**config.mk**
```make
export PLATFORM = sky130hd
export DESIGN_NAME = arp_cache_lru
export DESIGN_NICKNAME = d
export VERILOG_FILES = /design/src/rtl/arpc_pkg.sv /design/src/rtl/arpc_ctrl.sv /design/src/rtl/arpc_dp.sv /design/src/rtl/arp_cache_lru.sv
export SDC_FILE = /design/constraint.sdc
export NUM_CORES = 1
export LEC_CHECK = 0
export BUFFER_PORTS_ARGS = -buffer_cell sky130_fd_sc_hd__buf_2
export CAP_MARGIN = 20
export CORE_UTILIZATION = 25
export DETAILED_ROUTE_END_ITERATION = 10
export GPL_TIMING_DRIVEN = 0
export PLACE_DENSITY_LB_ADDON = 0.3
export SYNTH_ARGS = -nofsm -noshare
export SYNTH_HDL_FRONTEND = slang
export SYNTH_SLANG_ARGS = --single-unit
```
**constraint.sdc**
```tcl
create_clock -name clock -period 9.5 [get_ports clock]
set_input_delay 0.475 -clock clock [delete_from_list [all_inputs] [get_ports clock]]
set_output_delay 0.475 -clock clock [all_outputs]
set_load 0.02 [all_outputs]
```
**src/rtl/arpc_pkg.sv**
```systemverilog
// ----------------------------------------------------------------------------
// arpc_pkg
// Shared types and constants of the ARP cache: table size, status codes and
// the command and status bundles between controller and datapath.
// ----------------------------------------------------------------------------
package arpc_pkg;

   localparam int ENTRIES = 8;
   localparam int IDX_W   = (ENTRIES > 1) ? $clog2(ENTRIES) : 1;

   localparam int IP_W  = 32;
   localparam int MAC_W = 48;
   localparam int TS_W  = 32;
   localparam int ST_W  = 2;

   localparam logic [ST_W-1:0] ST_OK        = 2'd0;
   localparam logic [ST_W-1:0] ST_NOT_FOUND = 2'd1;
   localparam logic [ST_W-1:0] ST_INVALID   = 2'd2;

   localparam logic ACT_UPDATE = 1'b0;
   localparam logic ACT_LOOKUP = 1'b1;

   typedef enum logic [1:0] {
      OP_NONE  = 2'd0,
      OP_FILL  = 2'd1,
      OP_TOUCH = 2'd2
   } op_type;

   typedef enum logic [2:0] {
      SEL_HOLD  = 3'd0,
      SEL_HIT   = 3'd1,
      SEL_FREE  = 3'd2,
      SEL_FIRST = 3'd3,
      SEL_SCAN  = 3'd4
   } slot_sel_type;

   typedef struct packed {
      logic             load;
      slot_sel_type     slot_sel;
      logic             commit;
      op_type           op;
      logic [ST_W-1:0]  status;
   } cmd_type;

   typedef struct packed {
      logic is_lookup;
      logic ip_zero;
      logic hit;
      logic has_free;
      logic last_scan;
      logic rsp_free;
   } stat_type;

endpackage

```
**src/rtl/arpc_ctrl.sv**
```systemverilog
// ----------------------------------------------------------------------------
// arpc_ctrl
// Sequencer of the ARP cache: takes a request, decides hit, fill or eviction
// from the match results, walks the LRU scan and commits the table update
// together with the response.
// ----------------------------------------------------------------------------
module arpc_ctrl (
   input  logic               clock,
   input  logic               reset,
   input  logic               req_valid,
   output logic               req_stall,
   input  arpc_pkg::stat_type stat,
   output arpc_pkg::cmd_type  cmd
);

   typedef enum logic [3:0] {
      S_IDLE  = 4'b0001,
      S_MATCH = 4'b0010,
      S_SCAN  = 4'b0100,
      S_WRITE = 4'b1000
   } state_type;

   state_type                  state_ff, state_in;
   arpc_pkg::op_type           op_ff, op_in;
   logic [arpc_pkg::ST_W-1:0]  st_ff, st_in;

   always_comb begin
      state_in     = state_ff;
      op_in        = op_ff;
      st_in        = st_ff;
      cmd.load     = 1'b0;
      cmd.slot_sel = arpc_pkg::SEL_HOLD;
      cmd.commit   = 1'b0;
      cmd.op       = op_ff;
      cmd.status   = st_ff;
      case (state_ff)
         S_IDLE: begin
            if (req_valid) begin
               cmd.load = 1'b1;
               state_in = S_MATCH;
            end
         end
         S_MATCH: begin
            st_in    = arpc_pkg::ST_OK;
            state_in = S_WRITE;
            if (!stat.is_lookup && stat.ip_zero) begin
               st_in = arpc_pkg::ST_INVALID;
               op_in = arpc_pkg::OP_NONE;
            end else if (stat.hit) begin
               cmd.slot_sel = arpc_pkg::SEL_HIT;
               op_in = stat.is_lookup ? arpc_pkg::OP_TOUCH : arpc_pkg::OP_FILL;
            end else if (stat.is_lookup) begin
               st_in = arpc_pkg::ST_NOT_FOUND;
               op_in = arpc_pkg::OP_NONE;
            end else if (stat.has_free) begin
               cmd.slot_sel = arpc_pkg::SEL_FREE;
               op_in = arpc_pkg::OP_FILL;
            end else begin
               // table full: oldest entry goes
               cmd.slot_sel = arpc_pkg::SEL_FIRST;
               op_in = arpc_pkg::OP_FILL;
               if (arpc_pkg::ENTRIES > 1) begin
                  state_in = S_SCAN;
               end
            end
         end
         S_SCAN: begin
            cmd.slot_sel = arpc_pkg::SEL_SCAN;
            if (stat.last_scan) begin
               state_in = S_WRITE;
            end
         end
         S_WRITE: begin
            if (stat.rsp_free) begin
               cmd.commit = 1'b1;
               state_in   = S_IDLE;
            end
         end
         default: begin
            state_in = S_IDLE;
         end
      endcase
   end

   always_ff @(posedge clock) begin
      if (reset) begin
         state_ff <= S_IDLE;
         op_ff    <= arpc_pkg::OP_NONE;
         st_ff    <= arpc_pkg::ST_OK;
      end else begin
         state_ff <= state_in;
         op_ff    <= op_in;
         st_ff    <= st_in;
      end
   end

   assign req_stall = (state_ff != S_IDLE);

endmodule

```
**src/rtl/arpc_dp.sv**
```systemverilog
// ----------------------------------------------------------------------------
// arpc_dp
// Datapath of the ARP cache: request registers, the entry table, parallel
// key match, the serial LRU compare and the response register.
// ----------------------------------------------------------------------------
module arpc_dp (
   input  logic                        clock,
   input  logic                        reset,
   input  arpc_pkg::cmd_type           cmd,
   output arpc_pkg::stat_type          stat,
   input  logic                        req_action,
   input  logic [arpc_pkg::IP_W-1:0]   req_ip_address,
   input  logic [arpc_pkg::MAC_W-1:0]  req_mac_address,
   input  logic [arpc_pkg::TS_W-1:0]   req_now_ms,
   output logic                        rsp_valid,
   input  logic                        rsp_stall,
   output logic [arpc_pkg::ST_W-1:0]   rsp_status,
   output logic [arpc_pkg::MAC_W-1:0]  rsp_mac_result
);

   // request registers
   logic                          action_ff;
   logic [arpc_pkg::IP_W-1:0]     ip_ff;
   logic [arpc_pkg::MAC_W-1:0]    mac_ff;
   logic [arpc_pkg::TS_W-1:0]     now_ff;

   // entry table
   logic [arpc_pkg::ENTRIES-1:0]  valid_ff;
   logic [arpc_pkg::IP_W-1:0]     tab_ip_ff   [arpc_pkg::ENTRIES];
   logic [arpc_pkg::MAC_W-1:0]    tab_mac_ff  [arpc_pkg::ENTRIES];
   logic [arpc_pkg::TS_W-1:0]     tab_ts_ff   [arpc_pkg::ENTRIES];

   // slot selection and lru scan
   logic [arpc_pkg::IDX_W-1:0]    slot_ff, slot_in;
   logic [arpc_pkg::IDX_W-1:0]    scan_ff, scan_in;
   logic [arpc_pkg::TS_W-1:0]     cand_ts_ff, cand_ts_in;

   // response register
   logic                          rsp_valid_ff;
   logic [arpc_pkg::ST_W-1:0]     rsp_status_ff;
   logic [arpc_pkg::MAC_W-1:0]    rsp_mac_ff;

   logic                          hit;
   logic [arpc_pkg::IDX_W-1:0]    hit_idx;
   logic                          has_free;
   logic [arpc_pkg::IDX_W-1:0]    free_idx;
   logic [arpc_pkg::TS_W-1:0]     scan_diff;
   logic                          scan_older;

   always_ff @(posedge clock) begin
      if (cmd.load) begin
         action_ff <= req_action;
         ip_ff     <= req_ip_address;
         mac_ff    <= req_mac_address;
         now_ff    <= req_now_ms;
      end
   end

   // lowest matching and lowest free entry
   always_comb begin
      hit      = 1'b0;
      hit_idx  = '0;
      has_free = 1'b0;
      free_idx = '0;
      for (int i = arpc_pkg::ENTRIES - 1; i >= 0; i--) begin
         if (valid_ff[i] && (tab_ip_ff[i] == ip_ff)) begin
            hit     = 1'b1;
            hit_idx = arpc_pkg::IDX_W'(i);
         end
         if (!valid_ff[i]) begin
            has_free = 1'b1;
            free_idx = arpc_pkg::IDX_W'(i);
         end
      end
   end

   // wrap-aware age compare against the current candidate
   assign scan_diff  = tab_ts_ff[scan_ff] - cand_ts_ff;
   assign scan_older = scan_diff[arpc_pkg::TS_W-1];

   always_comb begin
      slot_in    = slot_ff;
      scan_in    = scan_ff;
      cand_ts_in = cand_ts_ff;
      case (cmd.slot_sel)
         arpc_pkg::SEL_HOLD: begin
         end
         arpc_pkg::SEL_HIT: begin
            slot_in = hit_idx;
         end
         arpc_pkg::SEL_FREE: begin
            slot_in = free_idx;
         end
         arpc_pkg::SEL_FIRST: begin
            slot_in    = '0;
            cand_ts_in = tab_ts_ff[0];
            scan_in    = arpc_pkg::IDX_W'(1);
         end
         arpc_pkg::SEL_SCAN: begin
            if (scan_older) begin
               slot_in    = scan_ff;
               cand_ts_in = tab_ts_ff[scan_ff];
            end
            scan_in = scan_ff + arpc_pkg::IDX_W'(1);
         end
         default: begin
         end
      endcase
   end

   always_ff @(posedge clock) begin
      slot_ff    <= slot_in;
      scan_ff    <= scan_in;
      cand_ts_ff <= cand_ts_in;
   end

   always_ff @(posedge clock) begin
      if (reset) begin
         valid_ff <= '0;
      end else if (cmd.commit && (cmd.op == arpc_pkg::OP_FILL)) begin
         valid_ff[slot_ff] <= 1'b1;
      end
   end

   always_ff @(posedge clock) begin
      if (cmd.commit && (cmd.op == arpc_pkg::OP_FILL)) begin
         tab_ip_ff[slot_ff]  <= ip_ff;
         tab_mac_ff[slot_ff] <= mac_ff;
         tab_ts_ff[slot_ff]  <= now_ff;
      end else if (cmd.commit && (cmd.op == arpc_pkg::OP_TOUCH)) begin
         tab_ts_ff[slot_ff]  <= now_ff;
      end
   end

   always_ff @(posedge clock) begin
      if (reset) begin
         rsp_valid_ff <= 1'b0;
      end else if (cmd.commit) begin
         rsp_valid_ff <= 1'b1;
      end else if (!rsp_stall) begin
         rsp_valid_ff <= 1'b0;
      end
   end

   always_ff @(posedge clock) begin
      if (cmd.commit) begin
         rsp_status_ff <= cmd.status;
         rsp_mac_ff    <= (cmd.op == arpc_pkg::OP_TOUCH) ? tab_mac_ff[slot_ff] : '0;
      end
   end

   assign stat.is_lookup = (action_ff == arpc_pkg::ACT_LOOKUP);
   assign stat.ip_zero   = (ip_ff == '0);
   assign stat.hit       = hit;
   assign stat.has_free  = has_free;
   assign stat.last_scan = (scan_ff == arpc_pkg::IDX_W'(arpc_pkg::ENTRIES - 1));
   assign stat.rsp_free  = !rsp_valid_ff || !rsp_stall;

   assign rsp_valid      = rsp_valid_ff;
   assign rsp_status     = rsp_status_ff;
   assign rsp_mac_result = rsp_mac_ff;

endmodule

```
**src/rtl/arp_cache_lru.sv**
```systemverilog
// ----------------------------------------------------------------------------
// arp_cache_lru
// Fully associative IPv4 to MAC cache with least recently used replacement.
//
//   channel  ports                                   direction
//   req      req_valid/req_stall, action, ip, mac, now  in
//   rsp      rsp_valid/rsp_stall, status, mac_result   out
//
// a request is taken only while the sequencer is idle; one response each.
// hit, free entry, miss or error: the request goes through match and write;
// the response is registered at commit, and the sequencer returns to idle.
// a full-table update miss adds the lru scan, one lru compare a cycle.
// the response register lets the next request in while a response is stalled.
// synchronous reset clears the valid bits at once; no clearing pass.
// ----------------------------------------------------------------------------
module arp_cache_lru (
   input  logic                        clock,
   input  logic                        reset,
   input  logic                        req_valid,
   output logic                        req_stall,
   input  logic                        req_action,
   input  logic [arpc_pkg::IP_W-1:0]   req_ip_address,
   input  logic [arpc_pkg::MAC_W-1:0]  req_mac_address,
   input  logic [arpc_pkg::TS_W-1:0]   req_now_ms,
   output logic                        rsp_valid,
   input  logic                        rsp_stall,
   output logic [arpc_pkg::ST_W-1:0]   rsp_status,
   output logic [arpc_pkg::MAC_W-1:0]  rsp_mac_result
);

   arpc_pkg::cmd_type   cmd;
   arpc_pkg::stat_type  stat;

   arpc_ctrl u_ctrl (
      .clock     (clock),
      .reset     (reset),
      .req_valid (req_valid),
      .req_stall (req_stall),
      .stat      (stat),
      .cmd       (cmd)
   );

   arpc_dp u_dp (
      .clock           (clock),
      .reset           (reset),
      .cmd             (cmd),
      .stat            (stat),
      .req_action      (req_action),
      .req_ip_address  (req_ip_address),
      .req_mac_address (req_mac_address),
      .req_now_ms      (req_now_ms),
      .rsp_valid       (rsp_valid),
      .rsp_stall       (rsp_stall),
      .rsp_status      (rsp_status),
      .rsp_mac_result  (rsp_mac_result)
   );

`ifndef NO_ASSERTIONS
   // only one request in flight
   a_one_in_flight: assert property (@(posedge clock) disable iff (reset)
      req_valid && !req_stall |=> req_stall)
      else $error("request accepted while another is in flight");

   // a response is never committed over one still stalled
   a_no_overwrite: assert property (@(posedge clock) disable iff (reset)
      rsp_valid && rsp_stall |-> !cmd.commit)
      else $error("response overwritten while stalled");

   a_status_code: assert property (@(posedge clock) disable iff (reset)
      rsp_valid |-> (rsp_status == arpc_pkg::ST_OK) || (rsp_status == arpc_pkg::ST_NOT_FOUND)
                    || (rsp_status == arpc_pkg::ST_INVALID))
      else $error("illegal response status");

   // only a lookup hit carries a mac
   a_mac_zero: assert property (@(posedge clock) disable iff (reset)
      cmd.commit && (cmd.op != arpc_pkg::OP_TOUCH) |=> rsp_mac_result == '0)
      else $error("mac returned without lookup hit");
`endif

endmodule

```
After elaboration in Yosys (flattened, before gate mapping)

Memory sizes are Yosys's and may differ from the RTL's. A register that Yosys moved wholly into a read port is not among the register bits.
Index checks and enable logic that the tools add are counted.

Memory bits (writable): 896
Output and inout bits: 52
Bits of input ports: 117
Register bits: 170
Word-level logic and storage cells: 142
Memories kept: 3

Reduce and logical (&&, ||, !) cells: 23
Muxes and demuxes: 72
Equality and inequality tests: 25
$lt $le $gt $ge: 2
$add $sub $neg: 2
Bitwise gates (word level): 2

Memory list:

| memory          | words | width | rd ports | clocked after Yosys merged registers in | write ports | line          | RTL |
|---|---|---|---|---|---|---|---|
| u_dp.tab_mac_ff | 8     | 48    | 1        | 1                                       | 1           | arpc_dp.sv:30 | `logic [arpc_pkg::MAC_W-1:0] tab_mac_ff [arpc_pkg::ENTRIES];` |
| u_dp.tab_ip_ff  | 8     | 32    | 8        | 0                                       | 1           | arpc_dp.sv:29 | `logic [arpc_pkg::IP_W-1:0] tab_ip_ff [arpc_pkg::ENTRIES];` |
| u_dp.tab_ts_ff  | 8     | 32    | 2        | 1                                       | 1           | arpc_dp.sv:31 | `logic [arpc_pkg::TS_W-1:0] tab_ts_ff [arpc_pkg::ENTRIES];` |

Operator list:

| operator           | number |
|---|---|
| $eq 32x32->1       | 8 |
| $mux 32            | 2 |
| $pmux 32 s2        | 1 |
| $mux 3             | 21 |
| $logic_not 32->1   | 1 |
| $sub 32x32->32     | 1 |
| $mux 1             | 31 |
| $mux 4             | 7 |
| $pmux 4 s4         | 1 |
| $logic_and 1x1->1  | 12 |
| $pmux 3 s2         | 2 |
| $pmux 3 s4         | 1 |
| $mux 2             | 5 |
| $or 8x8->8         | 1 |
| $eq 3x2->1 const B | 2 |
| $eq 3x3->1 const B | 2 |
| $ne 2x2->1 const B | 3 |
| $eq 4x1->1 const B | 1 |
| $eq 4x2->1 const B | 1 |
| $eq 4x3->1 const B | 1 |
| $eq 4x4->1 const B | 1 |
| $logic_not 1->1    | 4 |
| $lt 3x4->1 const B | 1 |
| $ne 2x1->1 const B | 2 |
| other kinds (13)   | 14 |

Longest topological paths before layout

An unclocked memory read counts as a cell.

Depth after elaboration: 17
Gate-level depth with buffers: 13
Depth with buffers taken out: 11

Hierarchy

Synthesis repeated with hierarchy kept, for this count alone.

Cells, all modules: 2368
Area, all modules: 42904.9 µm²

Modules (own cells, without submodules):

| module    | cells each | area each (µm²) | times used |
|---|---|---|---|
| arpc_dp   | 2311       | 42428.2         | 1 |
| arpc_ctrl | 57         | 476.7           | 1 |

Worst setup path before layout

No wires, ideal clock.

Path type: reg-to-reg
Start point: reg u_ctrl.state_ff[0]
End point: mem u_dp.tab_ip_ff[3][0] (netlist name) (enable)
Setup time: 619 ps
Path buffers: 0
Stages on the path, launching flop included: 6
Data arrival time: 9152 ps
Data required time: 8881 ps
Setup slack: -271 ps
Path through: dfxtp_1 > nor2_1 > nand3b_1 > a21oi_1 > nand2_1 > nor3_1

RTL lines:

| element                | line            | RTL |
|---|---|---|
| start, declared        | arpc_ctrl.sv:23 | `state_type state_ff, state_in;` |
| start signal, assigned | arpc_ctrl.sv:91 | `state_ff <= state_in;` |
| end, declared          | arpc_dp.sv:29   |  |

==> summary.md <==
| Metric | Value |
|---|---|
| Status | finished, final reports clean |
| Via/cell ratio | 4.43 |
| First-pass GRT wire length | about 170 mm |
| Resized cells post-CTS | 0 |
| DR WL/cell | around 23 µm |
| Commonest cells post-synth | 1097 x edfxtp_1, 183 x xor2_1, 118 x nand2_1 |
| Yosys cell types | 60 |
| Startpoint types | flop |
| Synthesis-to-layout area growth | 22.9% |
| Clock share of power | between 40% and 50% |
| Row count | 150 |
| Final net count | roughly 2.9k |
| Mapped Cells | between 2k and 2.5k |
| Mapped Area | ~42000 µm² |
| WS Path Type | flop to flop |
| Max VDD drop | approximately 170 µV |
| Internal | just over 8 mW |
| Worst reg2reg path depth | 13 |
| CP max FO | 21 |
| RSZ-0062 raised after global routing | no |
| Max clock buf depth | 3 |
| Number of synthesis warnings | 0 |
| Hold depth | 2 |
| GR Overflow Total | 0 |
| Initial DRT Pass Iterations | 6 |
| Post-synth top area share | slightly below 80% |
| Final Critical Period | around 5.7 ns |
| I/O Buffers | between 150 and 200 |
| CTS Sinks | around 1.1k |
| Worst-path clk slew | around 0.060 ns |
| Req. time, crit path | about 9.9 ns |
| Largest net degree at the start of global routing | 64 |
| Crit share post-route | about three fifths |
| Core box area | 168000 µm² |
| Switch share | between 20% and 30% |
| HPWL after DPL | 75.7 mm |
| Worst R2R Setup Slack | between 3 and 4 ns |
| GP Congestion | ~0.75 |
| LEAKAGE | 16.7 nW |
| WP data arrival | around 6.2 ns |
| DRT antenna net count | 0 |
| Initial drt markers | between 2k and 2.5k |
| Combinational share of power | between 2 and 2.5% |
| Worst Tran Pin Value | between 1 and 1.5 ns |
| HP Class | input pin to flop |
| PD cells | between 150 and 200 nW/µm² |
| Final setup vio count | 0 |
| Die width | around 410 µm |
| Share of cells above drive strength 1 | between 20 and 25% |
| RR Endpoint | u_dp.cand_ts_ff[20] |
| Routed wire length | 118 mm |
| Vias in the first global route | roughly 22k |
| Initial Util | 25.3% |
| Fmax achieved | 174 MHz |
| DIE AREA | roughly 170000 µm² |
| Fin. Hold Viols | 0 |
| Min-Delay Endpoint | u_ctrl.state_ff[2] |
| CTS tree | done |
| #FFs+latches synth | ~1.1k |
| Mean Syn Cell Area | between 15 and 20 µm² |
| Root buf cell | clkbuf_16 |
| Sequential Power Share | a little over half |
| Routed via count | ~22k |
| Most frequent cell after synthesis | edfxtp_1 |
| Finished Cell Area | approximately 52000 µm² |
| Yosys top cell by area | edfxtp_1 |
| Final Skew | 0.0786 ns |
| # IOs | 169 |
| Hold Startpoint | reset |
| Pins Over Slew Limit | 0 |
| Net Switching | roughly 2.2 mW |
| Worst slew margin | 18.5% |
| GRT Util Overall | 13.7% |
| CP Capture Type | flop |
| # hold bufs at CTS | 113 |
| Worst-Skew Late Latency | between 0.7 and 0.8 ns |
| H-Tree Depth | 3 |
| Syn Nets | approximately 2.4k |
| Sequential fraction of the synthesis area | between 70% and 80% |
| MaxCap Viol Count | 0 |
| CTS Buf Count | ~120 |
| # DRC | 0 |
| Cell Area, Placed | about 47000 µm² |
| EDFF count, synth | between 1k and 1.5k |
| Post-CTS setup buffer count | 0 |
| Die Span Y | roughly 410 µm |
| Initial antenna violation count | 10 |
| Ys async rst share | 0% |
| Design Power | 10.4 mW |
| Top cells by area, synth | edfxtp_1 78%, xor2_1 3.8%, mux4_2 3.4%, a22oi_1 1.8%, xnor2_1 1.5% |
| Main synth FF type | edfxtp_1 |
==> cell usage in the layout (no fill, tap or decap), drive strengths merged, types with 3 or more instances in the layout <==
cell	count
edfxtp	1097
buf	285
clkbuf	202
xor2	183
nand2	118
dlygate4sd3	113
a22oi	102
xnor2	74
mux4	64
clkinv	61
nor4	53
a221oi	47
a31oi	46
a22o	45
nor2	40
inv	39
ha	32
nand4	32
mux2	30
dfxtp	20
nor3	17
nand3	16
o21ai	16
a21oi	13
bufinv	12
a21o	6
and3	6
nor3b	4
clkinvlp	4
nor4b	4
nand3b	3
or3	3
a211oi	3
mux2i	3
a41oi	3
nor2b	3
==> kinds of logic after synthesis <==
kind of cell / share of synthesized area (%)
and+or+nand+nor: 3.72
DFF: 78.8
AOI/OAI and AO/OA: 5.35
xor gates and xnor gates: 5.32
buffers and inverters: 1.62
muxes: 4.27
adders and majority gates: 0.946
==> per-layer routing <==
| metal | wire (µm) | GRT usage [%] | up-vias |
|---|---|---|---|
| met5 | 0 | 0 | - |
| met4 | 2050 | 3.36 | 0 |
| met3 | 7940 | 2.65 | 116 |
| met2 | 53900 | 21.4 | 712 |
| met1 | 54100 | 19.4 | 11500 |
| li1 | - | - | 9967 |
==> critical path, stage by stage, from the launching register on <==
cell and delay [ns]:
dfxtp_1 0.30, clkbuf_1 0.50, clkbuf_1 0.79, mux4_2 0.59
mux2_2 0.29, ha_1 0.29, a21o_1 0.18, a21o_1 0.18
a221oi_1 0.39, o21ai_0 0.20, o31ai_1 0.57, xnor2_1 0.31
o21ai_4 0.53, buf_12 0.26
==> how the worst max path moves through the flow <==
stage / from / to / slack (ns) / depth (start not counted)
2_1_floorplan: u_ctrl.state_ff[0] / u_dp.tab_ip_ff[3][0] / -0.27 / 5
3_3_place_gp: rsp_stall / u_dp.tab_ip_ff[3][25] / -9.68 / 4
3_5_place_dp: flop / u_dp.cand_ts_ff[26] / 3.61 / 13
4_1_cts: flop / u_dp.cand_ts_ff[20] / 3.53 / 13
5_1_grt: flop / u_dp.cand_ts_ff[20] / 3.23 / 13
6_report: flop / u_dp.cand_ts_ff[20] / 3.75 / 13
==> through the flow <==
step	util, %	instances	hold slack (ns)	TNS [ns]	worst slack (ns)
after CTS	31.0	5030	0.0494	0	3.53
after global routing	31.0	5034	0.102	0	3.23
after floorplan	-	2260	0.408	-43.37	-0.271
after detailed placement	28.0	4701	0.425	0	3.61
final	31.0	5035	0.112	0	3.75
after global placement	27.4	4631	0.421	-3203.26	-9.68
==> flip-flops by register name (all words and copies together) (netlist names), 2 cells and up, named ones only <==
name / cells
u_dp.rsp_status: 2
u_dp.rsp_mac_result: 48
u_dp.tab_mac_ff: 384
u_dp.valid_ff: 8
u_ctrl.st_ff: 2
u_dp.ip_ff: 32
u_dp.cand_ts_ff: 32
u_dp.scan_ff: 3
u_ctrl.op_ff: 2
u_dp.mac_ff: 48
u_dp.tab_ts_ff: 256
u_ctrl.state_ff: 4
u_dp.slot_ff: 3
u_dp.tab_ip_ff: 256
u_dp.now_ff: 32
==> layout make-up <==
cell class	count	area [µm²]
Fill cell	16300	116000
Inverter	36	140
Antenna cell	1	2.50
Clock buffer	136	3020
Multi-Input combinational cell	997	8420
Sequential cell	1117	33300
Buffer	110	551
Tap cell	2204	2760
Timing Repair Buffer	354	2950
Clock inverter	80	832
==> power groups by stage <==
stage,Clock [mW],Combinational [mW],Sequential (mW)
finish,4.59,0.249,5.56
detailed placement,0,0.219,5.66
floorplan,0,0.114,5.61
CTS,4.71,0.257,5.56
global route,4.88,0.271,5.56
global placement,0,0.214,5.67
No activity file was read; power rests on OpenSTA's default activity.
